--- src/hdl/rfis_pkg.sv ---
`timescale 1ns / 1ps
// ----------------------------------------------------------------------------
// rfis_pkg: shared types and constants
// controller commands, datapath status and widths for the factor search
// ----------------------------------------------------------------------------
package rfis_pkg;

  localparam int unsigned WordW = 32;
  localparam int unsigned WideW = 64;

  typedef enum logic [3:0] {
    OP_NONE  = 4'd0,
    OP_LOAD  = 4'd1,
    OP_SQRT  = 4'd2,
    OP_TRIAL = 4'd3,
    OP_DIV   = 4'd4,
    OP_NEXT  = 4'd5,
    OP_PHI   = 4'd6,
    OP_EGINI = 4'd7,
    OP_EGDIV = 4'd8,
    OP_EGUPD = 4'd9,
    OP_FIN   = 4'd10
  } dp_op_t;

  typedef struct packed {
    dp_op_t op;
  } dp_cmd_t;

  typedef struct packed {
    logic sqrt_done;
    logic div_done;
    logic trial_end;
    logic divides;
    logic phi_small;
    logic eg_done;
  } dp_stat_t;

endpackage

--- src/hdl/rfis_ctrl.sv ---
`timescale 1ns / 1ps
// ----------------------------------------------------------------------------
// rfis_ctrl: sequencing state machine
// steps the datapath through root, trial scan, phi and euclid loop
// ----------------------------------------------------------------------------
module rfis_ctrl (
  input  logic               clk,
  input  logic               rst_n,
  input  logic               in_fire,
  input  logic               out_fire,
  input  rfis_pkg::dp_stat_t stat,
  output rfis_pkg::dp_cmd_t  cmd,
  output logic               idle,
  output logic               busy_out
);
  import rfis_pkg::*;

  typedef enum logic [9:0] {
    S_IDLE  = 10'b0000000001,
    S_SQRT  = 10'b0000000010,
    S_TEST  = 10'b0000000100,
    S_TDIV  = 10'b0000001000,
    S_CHECK = 10'b0000010000,
    S_PHI   = 10'b0000100000,
    S_EGLP  = 10'b0001000000,
    S_EGUPD = 10'b0010000000,
    S_EGCHK = 10'b0100000000,
    S_OUT   = 10'b1000000000
  } state_t;

  state_t state_r, state_nxt;

  always_comb begin
    state_nxt = state_r;
    cmd.op = OP_NONE;
    case (state_r)
      S_IDLE: if (in_fire) begin
        cmd.op = OP_LOAD;
        state_nxt = S_SQRT;
      end
      S_SQRT: begin
        cmd.op = OP_SQRT;
        if (stat.sqrt_done) state_nxt = S_TEST;
      end
      S_TEST: begin
        if (stat.trial_end) state_nxt = S_OUT;
        else begin
          cmd.op = OP_TRIAL;
          state_nxt = S_TDIV;
        end
      end
      S_TDIV: begin
        cmd.op = OP_DIV;
        if (stat.div_done) state_nxt = S_CHECK;
      end
      S_CHECK: begin
        if (stat.divides) begin
          cmd.op = OP_PHI;
          state_nxt = S_PHI;
        end else begin
          cmd.op = OP_NEXT;
          state_nxt = S_TEST;
        end
      end
      S_PHI: begin
        if (stat.phi_small) state_nxt = S_OUT;
        else begin
          cmd.op = OP_EGINI;
          state_nxt = S_EGLP;
        end
      end
      S_EGLP: begin
        cmd.op = OP_DIV;
        if (stat.div_done) state_nxt = S_EGUPD;
      end
      S_EGUPD: begin
        cmd.op = OP_EGUPD;
        state_nxt = S_EGCHK;
      end
      // after an update either divide again or finish
      S_EGCHK: begin
        if (stat.eg_done) begin
          cmd.op = OP_FIN;
          state_nxt = S_OUT;
        end else begin
          cmd.op = OP_EGDIV;
          state_nxt = S_EGLP;
        end
      end
      S_OUT: if (out_fire) state_nxt = S_IDLE;
      default: state_nxt = S_IDLE;
    endcase
  end

  always_ff @(posedge clk) begin
    if (!rst_n) begin
      state_r <= S_IDLE;
    end else begin
      state_r <= state_nxt;
    end
  end

  assign idle = (state_r == S_IDLE);
  assign busy_out = (state_r == S_OUT);
endmodule

--- config.mk ---
export PLATFORM = sky130hd
export DESIGN_NAME = rfis_ctrl
export DESIGN_NICKNAME = d
export VERILOG_FILES = /design/src/hdl/rfis_pkg.sv /design/src/hdl/rfis_ctrl.sv
export SDC_FILE = /design/constraint.sdc
export NUM_CORES = 1
export LEC_CHECK = 0
export BUFFER_PORTS_ARGS = -buffer_cell sky130_fd_sc_hd__buf_2
export CAP_MARGIN = 20
export CORE_MARGIN = 3
export CORE_UTILIZATION = 52
export CTS_CLUSTER_SIZE = 10
export DETAILED_ROUTE_END_ITERATION = 6
export PLACE_DENSITY = 0.8
export SLEW_MARGIN = 10
export SYNTH_ARGS = -nofsm -noshare
export SYNTH_HDL_FRONTEND = slang
export SYNTH_SLANG_ARGS = --single-unit
--- constraint.sdc ---
create_clock -name clk -period 2.6 [get_ports clk]
set_clock_uncertainty 0.15 [all_clocks]
set_input_delay 0.13 -clock clk [delete_from_list [all_inputs] [get_ports clk]]
set_output_delay 0.13 -clock clk [all_outputs]
set_load 0.01 [all_outputs]
==> results.cfg <==
[global_route]
use_met3_pct = 6.91
grt_max_degree = 13
grt-ovfl-total = 0
grt_use_total_pct = 24.3
grt_pass1_vias = 783
use_met1_pct = 30.9
antenna_found_initial = 0
grt.busiest_layer = met2
grtUsageMet2_pct = 39.2
grt_pass1_wl_um = 3530

[floorplanning]
die_h_um = 44.4
ios = 16
rows = 13
die-area_mm2 = 0.00197
core_mm2 = 0.00133
start_util_pct = 57.4
die_x_um = 44.4

[routing]
firstDrtPassIters = 4
drc = 0
wl_per_cell_um = 16.4
routed_wl_um = 2180
antenna_left = 0
vias_per_cell = 6.53
drt_iter0_drc = 81
routed-via-count = 869

[setup_path]
crit_end = cmd[1]
arrival_ps = 2200
path_max_fanout = 7
critPathKind = reg -> out
critPathTopFamily = simple AND/OR/NAND/NOR gates
r2r_slack_ps = 190
rr_worst_depth = 7
path_cells = or4_1 -> nor3_1 -> a31oi_1 -> or4_1 -> nand3_1 -> buf_2
reg2reg_from = state_r[1]$_SDFFE_PN0P_
slowest_delay_ps = 620
crit_top_cell = or4_1
critPathLaunchType = flop
critPathLaunch = state_r[4]$_SDFFE_PN0P_
slowest_stage = or4_1
crit_buf_inv = 1
crit_cells = 6
worstSetupEndpointType = primary output
reg2reg_to = state_r[9]$_SDFFE_PN0P_
required_ps = 2320

[yosys]
syn_area_um2 = 766
synthMuxAreaShare_pct = 0
yosysTopAreaCell = dfxtp_1
yosysTopAreaCellShare_pct = 26.1
syn_nets = 111
synth_compound_area_share_pct = 24.3
ys_ff_latch = 10
syn_avg_cell_area_um2 = 7.58
yosysWarningCount = 0
synth_top_family_by_area = simple AND/OR/NAND/NOR gates
synth.distinct_cells = 41
yosysSeqAreaShare_pct = 26.1
synth-adder-area-share_pct = 0
netlist_top_cells_area = dfxtp_1 26%, nor2_1 5.4%, nor3_1 4.6%
syn_inst = 101
synth_simple_gate_area_share_pct = 39.5
synth_xor_area_share_pct = 2.29

[placement]
place_hpwl_um = 1560
gp_congestion = 0.892
numPlacedInstances = 127
port-buffer-count = 15

[timing]
worst_pin_slew_ps = 575
rsz0062_at_grt = false
timing.hold.ws_ps = 36.4
setup_tns_ps = 0
setup_viol = 0
relSlewSlack_pct = 61.5
finalHoldViolations = 0
post-route-min-period_ps = 2480
fmax_mhz = 403
final_max_slew_viol_count = 0
min_period_over_period_pct = 95.5

[clock_network]
insertion_delay_ps = 260
h-tree-depth = 1
cts_tree = yes
root_buffer = clkbuf_4
numClockSinks = 10
clockBufferDepth = 2
clk_pin_slew_ps = 60
cts_inserted_buffers = 3

[worst_hold_path]
min_from = stat[5]
min_path_type = in -> reg

[layout]
largest_register_ff_count = 10
nets = 130
regMostFlops = state_r
layoutNonFillerInstCount = 133
reg.largest.list = state_r (10)
final_cell_mix = 15 x buf_2, 11 x nor2_1, 10 x dfxtp_1
n_fill_cell = 117
layout_commonest_cell = buf_2
area_delta_synth_final_pct = 17.5
diodes = 0
fin_util_pct = 67.4
drive_above_1_share_pct = 25.4

[power]
sequentialPowerShare_pct = 45.1
p_int_uw = 262
p_leak_nw = 0.362
ir_drop_mv = 0.320
finalPower_uw = 384
combPwrFrac_pct = 28.2
switchingPower_uw = 121
powerDensity_mw_per_mm2 = 427
p_clk_share_pct = 26.7
p_sw_share_pct = 31.6

[outcome]
outcome = complete, no violations

[flow_run]
drv_cap = 0
power groups by stage:
stage	logic, mW	clock network (mW)	registers [mW]
CTS	0.105	0.108	0.173
finish	0.108	0.102	0.173
detailed placement	0.101	0	0.175
global placement	0.100	0	0.174
floorplan	0.0834	0	0.164
global route	0.116	0.114	0.175
kinds of logic (layout without fill, tap and decap cells):
group,Yosys count,in the layout
AND/OR/NAND/NOR,53,53
AO/OA/AOI/OAI,24,24
flip-flops,10,10
XOR/XNOR,2,2
buffers and inverters,12,29
stage by stage:
stage	setup slack [ps]	instance area [um2]
floorplan	529	766
global placement	431	842
detailed placement	395	842
CTS	144	895
global route	0.623	900
finish	117	900
Yosys cell counts:
library cell,n
inv_1,4
buf_4,1
nand2_1,5
nor4_2,1
o21ai_0,5
and3_1,1
o32ai_1,1
clkinv_1,1
nand2b_1,2
nor4b_1,2
a22oi_2,1
or3_1,2
or3b_2,1
nand4_1,1
o21a_1,2
a211oi_1,1
a222oi_1,1
clkbuf_1,3
or4_1,4
o41ai_1,1
o221ai_4,1
or2_2,2
xor2_1,2
a31oi_1,3
or2b_1,1
nor4_1,3
buf_2,2
nand3_1,6
o211ai_1,2
dfxtp_1,10
buf_6,1
o21ai_1,1
nor3_1,7
o22a_1,1
a21oi_1,3
nand3b_1,1
nor3b_1,1
o32a_1,1
or4_4,1
nor2_1,11
nand2_2,1
metal layers:
| layer | up-vias | part of all wire [%] | routed length (um) |
|---|---|---|---|
| met5 | - | 0 | 0 |
| met4 | 0 | 3.1 | 67 |
| met3 | 14 | 10 | 219 |
| met2 | 66 | 46 | 1000 |
| met1 | 373 | 41 | 888 |
| li1 | 416 | - | - |
cell type report:
class                      instances  area, um2  area share, %
timing repair buffer              21        128           14.2
multi-input combinational         79        512           56.9
sequential                        10        200           22.3
clock buffer                       3       22.5           2.50
tap                               15       18.8           2.09
inverter                           5       18.8           2.09
worst min-delay path by stage:
stage	to	slack [ps]	depth (start not counted)
after global placement	state_r[9]$_SDFFE_PN0P_	250	3
after floorplan	state_r[5]$_SDFFE_PN0P_	120	2
after CTS	state_r[1]$_SDFFE_PN0P_	30	3
after detailed placement	state_r[9]$_SDFFE_PN0P_	250	3
final	state_r[1]$_SDFFE_PN0P_	40	3
after global routing	state_r[1]$_SDFFE_PN0P_	30	3
what timing repair did:
item,4_1_cts,5_1_grt
buffers inserted,0,0
endpoints found under the hold margin,2,0
endpoints found under the setup margin,0,1
resized for setup,0,1
hold buffers,3,0
tightest hold or removal path, stage by stage:
cell	delay (ps)
buf_2	70
or3b_2	110
a211oi_1	80
Power figures use the tool's default switching activity.
